==> config.mk <==
export PLATFORM = sky130hd
export DESIGN_NAME = analog_vector_generator_step_unit
export DESIGN_NICKNAME = d
export VERILOG_FILES = /design/src/rtl/avg_pkg.sv /design/src/rtl/avg_ram.sv /design/src/rtl/avg_ctrl.sv /design/src/rtl/avg_dp.sv /design/src/rtl/analog_vector_generator_step_unit.sv
export SDC_FILE = /design/constraint.sdc
export NUM_CORES = 2
export LEC_CHECK = 0
export BUFFER_PORTS_ARGS = -buffer_cell sky130_fd_sc_hd__buf_2
export CORE_UTILIZATION = 40
export CTS_CLUSTER_DIAMETER = 80
export DETAILED_ROUTE_END_ITERATION = 16
export SETUP_SLACK_MARGIN = 0.5
export SYNTH_ARGS = -nofsm -noshare
export SYNTH_HDL_FRONTEND = slang
export SYNTH_SLANG_ARGS = --single-unit
==> constraint.sdc <==
create_clock -name clk_i -period 13.7 [get_ports clk_i]
set_clock_uncertainty 0.15 [all_clocks]
set_input_delay 0.685 -clock clk_i [delete_from_list [all_inputs] [get_ports clk_i]]
set_output_delay 0.685 -clock clk_i [all_outputs]
set_load 0.05 [all_outputs]
==> src/rtl/avg_pkg.sv <==
// Shared types and constants for the vector generator step unit.
package avg_pkg;

  localparam int MaxPoints  = 8192;
  localparam int CountW     = $clog2(MaxPoints + 1);
  localparam int StackDepth = 4;
  localparam int StackIdxW  = $clog2(StackDepth);
  localparam int PromDepth  = 256;
  localparam int PromAddrW  = 8;

  localparam logic [1:0] CmdStep  = 2'd0;
  localparam logic [1:0] CmdGo    = 2'd1;
  localparam logic [1:0] CmdReset = 2'd2;
  localparam logic [1:0] CmdLoad  = 2'd3;

  localparam logic [1:0] RegCenterX = 2'd0;
  localparam logic [1:0] RegCenterY = 2'd1;
  localparam logic [1:0] RegFlipX   = 2'd2;
  localparam logic [1:0] RegFlipY   = 2'd3;

  typedef enum logic [2:0] {
    StIdle,
    StProm,
    StNorm,
    StScale,
    StMulA,
    StMulB,
    StDone
  } state_e;

  typedef struct packed {
    logic start;
    logic latch;
    logic strobe;
    logic norm_step;
    logic scale_step;
    logic mul_a;
    logic mul_b;
    logic finish;
  } ctrl_t;

  typedef struct packed {
    logic is_step;
    logic do_strobe;
    logic need_norm;
    logic norm_busy;
    logic need_scale;
    logic scale_busy;
    logic need_move;
  } stat_t;

endpackage

==> src/rtl/avg_ram.sv <==
// Generic single-port write, registered-read RAM.
module avg_ram #(
  parameter int Width = 8,
  parameter int Depth = 256
) (
  input  logic                     clk_i,
  input  logic                     we_i,
  input  logic [$clog2(Depth)-1:0] waddr_i,
  input  logic [Width-1:0]         wdata_i,
  input  logic [$clog2(Depth)-1:0] raddr_i,
  output logic [Width-1:0]         rdata_o
);
  logic [Width-1:0] mem [Depth];

  always_ff @(posedge clk_i) begin
    if (we_i) mem[waddr_i] <= wdata_i;
    rdata_o <= mem[raddr_i];
  end
endmodule

==> src/rtl/avg_ctrl.sv <==
// Sequencer state machine for one item.
module avg_ctrl (
  input  logic          clk_i,
  input  logic          rst_ni,
  input  logic          in_valid_i,
  output logic          in_ready_o,
  output logic          out_valid_o,
  input  logic          out_ready_i,
  input  avg_pkg::stat_t stat_i,
  output avg_pkg::ctrl_t ctrl_o
);
  import avg_pkg::*;

  state_e state_q, state_d;

  always_ff @(posedge clk_i or negedge rst_ni) begin
    if (!rst_ni) state_q <= StIdle;
    else         state_q <= state_d;
  end

  always_comb begin
    state_d     = state_q;
    ctrl_o      = '0;
    in_ready_o  = 1'b0;
    out_valid_o = 1'b0;
    unique case (state_q)
      StIdle: begin
        in_ready_o = 1'b1;
        if (in_valid_i) begin
          ctrl_o.start = 1'b1;
          state_d = stat_i.is_step ? StProm : StDone;
        end
      end
      StProm: begin
        ctrl_o.latch = 1'b1;
        if (!stat_i.do_strobe)      state_d = StDone;
        else if (stat_i.need_norm)  state_d = StNorm;
        else if (stat_i.need_scale) state_d = StScale;
        else if (stat_i.need_move)  state_d = StMulA;
        else begin
          ctrl_o.strobe = 1'b1;
          state_d = StDone;
        end
      end
      StNorm: begin
        if (stat_i.norm_busy) ctrl_o.norm_step = 1'b1;
        else begin
          ctrl_o.strobe = 1'b1;
          state_d = StDone;
        end
      end
      StScale: begin
        if (stat_i.scale_busy) ctrl_o.scale_step = 1'b1;
        else begin
          ctrl_o.strobe = 1'b1;
          state_d = StDone;
        end
      end
      StMulA: begin
        ctrl_o.mul_a = 1'b1;
        state_d = StMulB;
      end
      StMulB: begin
        ctrl_o.mul_b = 1'b1;
        ctrl_o.strobe = 1'b1;
        state_d = StDone;
      end
      StDone: begin
        out_valid_o = 1'b1;
        if (out_ready_i) begin
          ctrl_o.finish = 1'b1;
          state_d = StIdle;
        end
      end
      default: state_d = StIdle;
    endcase
  end
endmodule

==> src/rtl/avg_dp.sv <==
// Datapath: state PROM, latches, beam arithmetic and result registers.
module avg_dp (
  input  logic                clk_i,
  input  logic                rst_ni,
  input  avg_pkg::ctrl_t      ctrl_i,
  output avg_pkg::stat_t      stat_o,
  input  logic [1:0]          cmd_i,
  input  logic [7:0]          bus_byte_i,
  input  logic [7:0]          prom_index_i,
  input  logic                cfg_we_i,
  input  logic [1:0]          cfg_idx_i,
  input  logic [31:0]         cfg_data_i,
  output logic [15:0]         fetch_addr_o,
  output logic                halted_o,
  output logic                point_valid_o,
  output logic signed [31:0]  point_x_o,
  output logic signed [31:0]  point_y_o,
  output logic [3:0]          point_colour_o,
  output logic [7:0]          point_level_o
);
  import avg_pkg::*;

  logic [30:0] cx_q, cy_q;
  logic [9:0]  fx_q, fy_q;
  logic [1:0]  cmd_q;
  logic [7:0]  data_q;
  logic [4:0]  latch_q;
  logic [2:0]  op_q;
  logic [15:0] pc_q;
  logic [3:0]  sp_q;
  logic [15:0] stk_q [StackDepth];
  logic [12:0] dx_q, dy_q;
  logic        dyb_q;
  logic [14:0] tmr_q;
  logic [3:0]  il_q, col_q;
  logic [7:0]  ir_q, ls_q;
  logic [2:0]  bs_q, cnt_q;
  logic        halt_q;
  logic [31:0] bx_q, by_q;
  logic [CountW-1:0] pcount_q;
  logic signed [27:0] px_q, py_q;
  logic [7:0]  prom_rd;
  logic [7:0]  raddr;
  logic [3:0]  nl;
  logic [2:0]  hsel;

  avg_ram #(.Width(8), .Depth(PromDepth)) u_prom (
    .clk_i   (clk_i),
    .we_i    (ctrl_i.start && cmd_i == CmdLoad),
    .waddr_i (prom_index_i),
    .wdata_i (bus_byte_i),
    .raddr_i (raddr),
    .rdata_o (prom_rd)
  );

  assign raddr = {~latch_q[4], op_q, latch_q[3:0]};
  assign nl    = prom_rd[3:0];
  assign hsel  = ctrl_i.latch ? nl[2:0] : latch_q[2:0];

  function automatic logic [14:0] tshift(logic [14:0] t, logic b);
    return (t >> 1) | 15'h4000 | {7'd0, b, 7'd0};
  endfunction

  logic norm_stop;
  assign norm_stop = (dy_q[12] ^ dy_q[11]) || (dx_q[12] ^ dx_q[11]);
  logic [4:0] ncnt_q;

  // move terms: v = ((d>>3)^flip) - 0x200 ; p = v * cycles ; q = p * (ls^ff)
  logic signed [10:0] vx, vy;
  logic [15:0] cyc;
  logic [7:0]  lsi;
  logic signed [27:0] mx, my;
  logic signed [43:0] qx, qy;
  assign vx  = $signed({1'b0, dx_q[12:3] ^ fx_q}) - 11'sd512;
  assign vy  = $signed({1'b0, dy_q[12:3] ^ fy_q}) - 11'sd512;
  assign cyc = op_q[1] ? (16'h100 - {8'd0, tmr_q[7:0]}) : (16'h8000 - {1'b0, tmr_q});
  assign lsi = ~ls_q;
  assign mx  = vx * $signed({1'b0, cyc});
  assign my  = vy * $signed({1'b0, cyc});
  assign qx  = px_q * $signed({1'b0, lsi});
  assign qy  = py_q * $signed({1'b0, lsi});

  logic [31:0] ax, ay;
  assign ax = 32'(qx >>> 4);
  assign ay = 32'(qy >>> 4);

  logic st;
  assign st = nl[3];
  assign stat_o.is_step    = cmd_i == CmdStep;
  assign stat_o.do_strobe  = st;
  assign stat_o.need_norm  = st && nl[2:0] == 3'd4 && !op_q[0];
  assign stat_o.norm_busy  = !norm_stop && ncnt_q != 5'd16;
  assign stat_o.need_scale = st && nl[2:0] == 3'd5 && !op_q[2];
  assign stat_o.scale_busy = cnt_q != 3'd0;
  assign stat_o.need_move  = st && nl[2:0] == 3'd7 && !op_q[0] && !op_q[2];

  logic full;
  assign full = pcount_q >= CountW'(MaxPoints);

  always_ff @(posedge clk_i or negedge rst_ni) begin
    if (!rst_ni) begin
      cx_q <= 31'h2000000; cy_q <= 31'h2000000; fx_q <= 10'h200; fy_q <= 10'h200;
      latch_q <= '0; op_q <= '0; pc_q <= '0; sp_q <= '0;
      for (int i = 0; i < StackDepth; i++) stk_q[i] <= '0;
      dx_q <= '0; dy_q <= '0; dyb_q <= 1'b0; tmr_q <= '0;
      il_q <= '0; ir_q <= '0; col_q <= '0; ls_q <= '0; bs_q <= '0;
      halt_q <= 1'b1; bx_q <= 32'h2000000; by_q <= 32'h2000000; pcount_q <= '0;
      point_valid_o <= 1'b0; point_x_o <= '0; point_y_o <= '0;
      point_colour_o <= '0; point_level_o <= '0;
      cmd_q <= '0; data_q <= '0; cnt_q <= '0; ncnt_q <= '0; px_q <= '0; py_q <= '0;
    end else begin
      if (cfg_we_i) begin
        unique case (cfg_idx_i)
          RegCenterX: cx_q <= cfg_data_i[30:0];
          RegCenterY: cy_q <= cfg_data_i[30:0];
          RegFlipX:   fx_q <= cfg_data_i[9:0];
          RegFlipY:   fy_q <= cfg_data_i[9:0];
          default: ;
        endcase
      end
      if (ctrl_i.start) begin
        cmd_q <= cmd_i; data_q <= bus_byte_i;
        point_valid_o <= 1'b0; point_x_o <= '0; point_y_o <= '0;
        point_colour_o <= '0; point_level_o <= '0;
        unique case (cmd_i)
          CmdGo: begin
            pc_q <= '0; sp_q <= '0; pcount_q <= '0; halt_q <= 1'b0;
          end
          CmdReset: begin
            latch_q <= '0; bs_q <= '0; ls_q <= '0; col_q <= '0; halt_q <= 1'b1;
          end
          default: ;
        endcase
      end
      if (ctrl_i.latch) begin
        latch_q[3:0] <= nl;
        cnt_q  <= bs_q;
        ncnt_q <= '0;
      end
      if (ctrl_i.norm_step) begin
        dy_q   <= {dy_q[12], dy_q[10:0], 1'b0};
        dx_q   <= {dx_q[12], dx_q[10:0], 1'b0};
        tmr_q  <= tshift(tmr_q, op_q[1]);
        ncnt_q <= ncnt_q + 5'd1;
      end
      if (ctrl_i.scale_step) begin
        tmr_q <= tshift(tmr_q, op_q[1]);
        cnt_q <= cnt_q - 3'd1;
      end
      if (ctrl_i.mul_a) begin
        px_q <= mx; py_q <= my;
      end
      if (ctrl_i.strobe) begin
        unique case (hsel)
          3'd0: begin
            dy_q[7:0] <= data_q; pc_q <= pc_q + 16'd1;
          end
          3'd1: begin
            dyb_q <= data_q[4]; op_q <= data_q[7:5]; il_q <= '0;
            dy_q <= {data_q[4], data_q[3:0], 8'd0}; dx_q <= '0; pc_q <= pc_q + 16'd1;
          end
          3'd2: begin
            dx_q[7:0] <= data_q; pc_q <= pc_q + 16'd1;
          end
          3'd3: begin
            il_q <= data_q[7:4];
            dx_q[12:8] <= {data_q[4], data_q[3:0]}; pc_q <= pc_q + 16'd1;
          end
          3'd4: begin
            if (op_q[0]) stk_q[sp_q[StackIdxW-1:0]] <= pc_q;
            else if (op_q[1]) tmr_q[14:8] <= '0;
          end
          3'd5: begin
            if (!op_q[2]) begin
              if (op_q[1]) tmr_q[14:8] <= '0;
            end else sp_q <= op_q[1] ? sp_q - 4'd1 : sp_q + 4'd1;
          end
          3'd6: begin
            if (!op_q[2] && !dyb_q) begin
              ir_q <= dy_q[7:0]; col_q <= dy_q[11:8];
            end
            if (op_q[2]) begin
              if (op_q[0]) begin
                pc_q <= {2'b00, dy_q, 1'b0};
                if (dy_q == '0 && pcount_q > CountW'(10)) halt_q <= 1'b1;
              end else pc_q <= stk_q[sp_q[StackIdxW-1:0]];
            end else if (dyb_q) begin
              ls_q <= dy_q[7:0]; bs_q <= dy_q[10:8];
            end
          end
          default: begin
            halt_q <= op_q[0];
            if (!op_q[0] && !op_q[2]) begin
              tmr_q <= '0;
              bx_q <= bx_q + ax;
              by_q <= by_q - ay;
              if (!full) begin
                pcount_q <= pcount_q + CountW'(1);
                point_valid_o <= 1'b1;
                point_x_o <= bx_q + ax; point_y_o <= by_q - ay;
                point_colour_o <= col_q;
                point_level_o <= 8'((12'({1'b0, il_q[3:1]}) * 12'(ir_q)) >> 3);
              end
            end
            if (op_q[2]) begin
              tmr_q <= '0; bx_q <= {1'b0, cx_q}; by_q <= {1'b0, cy_q};
              if (!full) begin
                pcount_q <= pcount_q + CountW'(1);
                point_valid_o <= 1'b1;
                point_x_o <= {1'b0, cx_q}; point_y_o <= {1'b0, cy_q};
                point_colour_o <= '0; point_level_o <= '0;
              end
            end
          end
        endcase
      end
      if (ctrl_i.finish && cmd_q == CmdStep) latch_q[4] <= halt_q;
    end
  end

  assign fetch_addr_o = pc_q;
  assign halted_o     = halt_q;
endmodule

==> src/rtl/analog_vector_generator_step_unit.sv <==
// Top level of the vector generator step unit.
// Item paths: load, go and reset go straight to the result; a step reads the
// state PROM, a normalizing step then shifts up to 16 times, a timer scaling step
// shifts up to 7 times, and a beam move step passes the two multiply stages.
// One item at a time; the result is held until taken, then the next beat is taken.
// Reset: registers to their home values, halted; the state PROM is not cleared.
module analog_vector_generator_step_unit (
  input  logic               clk_i,
  input  logic               rst_ni,
  input  logic               in_valid_i,
  output logic               in_ready_o,
  input  logic [1:0]         cmd_i,
  input  logic [7:0]         bus_byte_i,
  input  logic [7:0]         prom_index_i,
  input  logic               cfg_valid_i,
  output logic               cfg_ready_o,
  input  logic [1:0]         cfg_index_i,
  input  logic [31:0]        cfg_data_i,
  output logic               out_valid_o,
  input  logic               out_ready_i,
  output logic [15:0]        fetch_addr_o,
  output logic               halted_o,
  output logic               point_valid_o,
  output logic signed [31:0] point_x_o,
  output logic signed [31:0] point_y_o,
  output logic [3:0]         point_colour_o,
  output logic [7:0]         point_level_o
);
  import avg_pkg::*;

  ctrl_t ctrl;
  stat_t stat;

  assign cfg_ready_o = 1'b1;

  avg_ctrl u_ctrl (
    .clk_i, .rst_ni, .in_valid_i, .in_ready_o, .out_valid_o, .out_ready_i,
    .stat_i (stat), .ctrl_o (ctrl)
  );

  avg_dp u_dp (
    .clk_i, .rst_ni, .ctrl_i (ctrl), .stat_o (stat),
    .cmd_i, .bus_byte_i, .prom_index_i,
    .cfg_we_i (cfg_valid_i), .cfg_idx_i (cfg_index_i), .cfg_data_i,
    .fetch_addr_o, .halted_o, .point_valid_o, .point_x_o, .point_y_o,
    .point_colour_o, .point_level_o
  );
endmodule

==> results.sh <==
export IMPL_hold_path_depth=2
export IMPL_worst_ep_required_time_ps=14200
export IMPL_yosys_register_bits=1500
export IMPL_max_stage_delay_ps=720
export IMPL_synth_edf_count=1024
export IMPL_place_inst=10200
export IMPL_cts_resized=0
export IMPL_num_io_pins=154
export IMPL_totalNegativeSetupSlack_ps=0
export IMPL_hp_start="cfg_data_i[13]"
export IMPL_min_delay_worst_endpoint="u_dp.cy_q[13]"
export IMPL_worst_setup_path_end_kind="flip-flop"
export IMPL_synth_fp_nets=8376
export IMPL_clockBufferDepth=3
export IMPL_clock_tree_from_tritoncts="built"
export IMPL_cell_at_the_root_of_the_clock_tree="clkbuf_16"
export IMPL_finalCoreUtilization=0.445
export IMPL_detailedRoute_firstIterationViolations=4565
export IMPL_synth_area_leaders="edfxtp_1 (34%), fa_1 (13%), dfrtp_1 (13%), mux4_2 (8.8%), ha_1 (5.2%)"
export IMPL_finalWorstPathRequiredPeriod_ps=9230
export IMPL_post_drt_wl_per_cell_um=22.1
export IMPL_relSlewSlack=0.158
export IMPL_timing_critical_path_arrival_ps=9730
export IMPL_slew_viol_final=0
export IMPL_cpMaxStageDelayCell="a2111oi_0"
export IMPL_post_route_cells_drive_above_1_share=0.144
export IMPL_worst_path_stages=29
export IMPL_synthArstFlopShare=0.315
export IMPL_route_detailed_vias_per_inst=5.37
export IMPL_synthDominantAreaCellType="edfxtp_1"
export IMPL_firstDrtPassIters=8
export IMPL_ff2ff_setup_slack_ps=4470
export IMPL_synth_flop_cell="edfxtp_1"
export IMPL_numClockSinks=1500
export IMPL_first_global_vias=59200
export IMPL_grt_start_max_net_pins=163
export IMPL_fmax_ghz=0.108
export IMPL_place_detailed_hpwl_um=163000
export IMPL_worst_path_dominant_cell_family="compound AO/OA/AOI/OAI gates"
export IMPL_syn_instance_count=7334
export IMPL_cts_buffers=155
export IMPL_antenna_left=0
export IMPL_count_of_unique_library_cells_instantiated_by_yosys=85
export IMPL_final_cells=10500
export IMPL_drt_total_wl_um=233000
export IMPL_synth_largest_type_area_fraction=0.336
export IMPL_rsz0062_at_grt="no"
export IMPL_floorplan_initialDensity=0.402
export IMPL_hold_class="input pin to flip-flop"
export IMPL_startpoint_type="flip-flop"
export IMPL_area_growth_synth_to_final_pct=10.5
export IMPL_syn_cell_area_um2=91500
export IMPL_timing_worst_slew_pin_value_ps=1250
export IMPL_remaining_drc_errors=0
export IMPL_cp_buffers_inverters=2
export IMPL_floorplan_die_area_um2=231000
export IMPL_die_w_um=480
export IMPL_most_common_cell_type_on_the_critical_path="fa_1"
export IMPL_nets=8443
export IMPL_chipHeight_um=480
export IMPL_global_route_wire_length_before_repair_um=362000
export IMPL_remaining_global_route_overflow=0
export IMPL_synthesized_area_per_cell_um2=12.5
export IMPL_part_of_the_yosys_area_used_for_sequential_elements=0.466
export IMPL_regToRegEndpoint="u_dp.point_y_o[31]"
export IMPL_io_buffers=151
export IMPL_fillers=20600
export IMPL_antenna_violations_before_repair=18
export IMPL_timing_hold_violations_final=0
export IMPL_worstRegToRegCells=29
export IMPL_fp_coreArea_um2=227000
export IMPL_gp_congestion=0.872
export IMPL_routed_via_count=56700
export IMPL_row_count=175
export IMPL_status="finished clean"
export IMPL_cts_hold_buf=23
export IMPL_clk_latency_ps=820
export IMPL_path_max_fanout=36
export IMPL_grt_total_usage=0.204
export IMPL_period_share=0.674
export IMPL_post_cts_setup_buffers=0
export IMPL_final_setup_viol_count=0
export IMPL_r2r_start="u_dp.ls_q[4]"
export IMPL_critical_path_class="flip-flop to flip-flop"
export IMPL_clk_pin_slew_worst_paths_ps=60
export IMPL_maxCapViolations=0
export IMPL_ys_warnings_count=0
export IMPL_cts_max_level=4
## how the worst max path moves through the flow
| stage | from | to |
|---|---|---|
| finish | u_dp.ls_q[4] | u_dp.point_y_o[31] |
| global route | u_dp.ls_q[4] | u_dp.point_y_o[31] |
| CTS | u_dp.ls_q[4] | u_dp.point_y_o[31] |
| detailed placement | u_dp.ls_q[4] | u_dp.point_y_o[31] |
| global placement | u_dp.ls_q[4] | u_dp.point_y_o[31] |
| floorplan | u_dp.ls_q[1] | u_dp.point_y_o[31] |
## cell usage after synthesis (216+ instances only)
cell / instances
nor2b_1: 292
nor2_1: 576
nand2b_1: 216
a21oi_1: 300
clkbuf_1: 294
mux4_2: 356
dfrtp_1: 465
fa_1: 605
nand2_1: 564
inv_1: 796
o21ai_0: 232
edfxtp_1: 1024
ha_1: 380
## layout make-up
cell class                      count  area [um^2]  area share
Clock inverter                     92         1150      0.0114
Antenna cell                        9         22.5    0.000223
Clock buffer                      193         4140      0.0410
Inverter                          796         2990      0.0296
Sequential cell                  1500        42700       0.422
Multi-Input combinational cell   4677        44500       0.440
Timing Repair Buffer              271         1790      0.0177
Tap cell                         3009         3760      0.0373
## placed cells by master, fill, tap and decap left out, drive strengths merged, types with 12 or more instances in the layout
cell type	netlist	final
fa	605	605
bufinv	0	14
nand2	564	564
clkbuf	294	193
xnor2	125	125
edfxtp	1024	1024
o21bai	18	18
o31ai	32	32
dfrtp	465	465
mux2i	46	46
nand3	81	81
clkinv	0	66
mux4	356	356
mux2	180	180
nand2b	216	216
o211ai	28	28
buf	67	248
dlygate4sd3	0	23
xor2	100	100
nor2	577	577
nor3	46	46
o21ai	238	238
ha	380	380
nor2b	292	292
o22ai	31	31
o21a	44	44
and2	42	42
a211oi	47	47
a31oi	35	35
a21oi	301	301
inv	796	802
and3	47	47
nand4	17	17
a21o	84	84
a22o	12	12
## routing by layer
| layer | global-route usage | share of wire | vias up |
|---|---|---|---|
| met5 | 0 | 0.00035 | - |
| met4 | 0.0777 | 0.040 | 12 |
| met3 | 0.0348 | 0.057 | 413 |
| met2 | 0.331 | 0.47 | 1621 |
| met1 | 0.273 | 0.43 | 29000 |
| li1 | - | - | 25600 |
## metrics by stage
step | hold slack [ps] | area [um^2] | setup WS [ps]
4_1_cts | 4.27 | 101000 | 4390
2_1_floorplan | 239 | 91500 | 6090
3_3_place_gp | 310 | 95500 | 4460
6_report | 52.8 | 101000 | 4470
5_1_grt | 10.2 | 101000 | 3910
3_5_place_dp | 316 | 95500 | 4470
## kinds of logic (layout without fill, tap and decap cells)
logic type,Yosys count,after routing,share of synthesized area
adders and majority gates,985,985,0.184
other,1,10,0.0000410
and+or+nand+nor,1944,1944,0.101
muxes,582,582,0.115
AOI/OAI and AO/OA,940,940,0.0632
DFF,1500,1500,0.466
buffers and inverters,1157,1352,0.0486
xor gates and xnor gates,225,225,0.0215
## worst reg2reg max path: cells and delay by family (launching register included)
kind	cells	cell delay [ps]
AO/OA/AOI/OAI	11	3440
XOR/XNOR	3	580
adder cells (fa/ha/maj)	6	2640
buffers and inverters	2	560
flip-flops	1	650
AND/OR/NAND/NOR	7	1040
## state kept, by name (all words and copies together) (netlist names), 10 cells and up
signal             count
u_dp.fx_q             10
u_dp.bx_q             32
u_dp.dx_q             13
u_dp.px_q             28
u_dp.cy_q             31
u_dp.u_prom.mem     1024
u_dp.point_x_o        32
u_dp.tmr_q            15
u_dp.cx_q             31
u_dp.py_q             28
u_dp.dy_q             13
u_dp.stk_q            64
u_dp.pcount_q         14
u_dp.fetch_addr_o     16
u_dp.fy_q             10
u_dp.point_y_o        32
u_dp.by_q             32
Power is not shown: default switching activity piles up to over one toggle a cycle in this logic, so the estimate is an artifact.
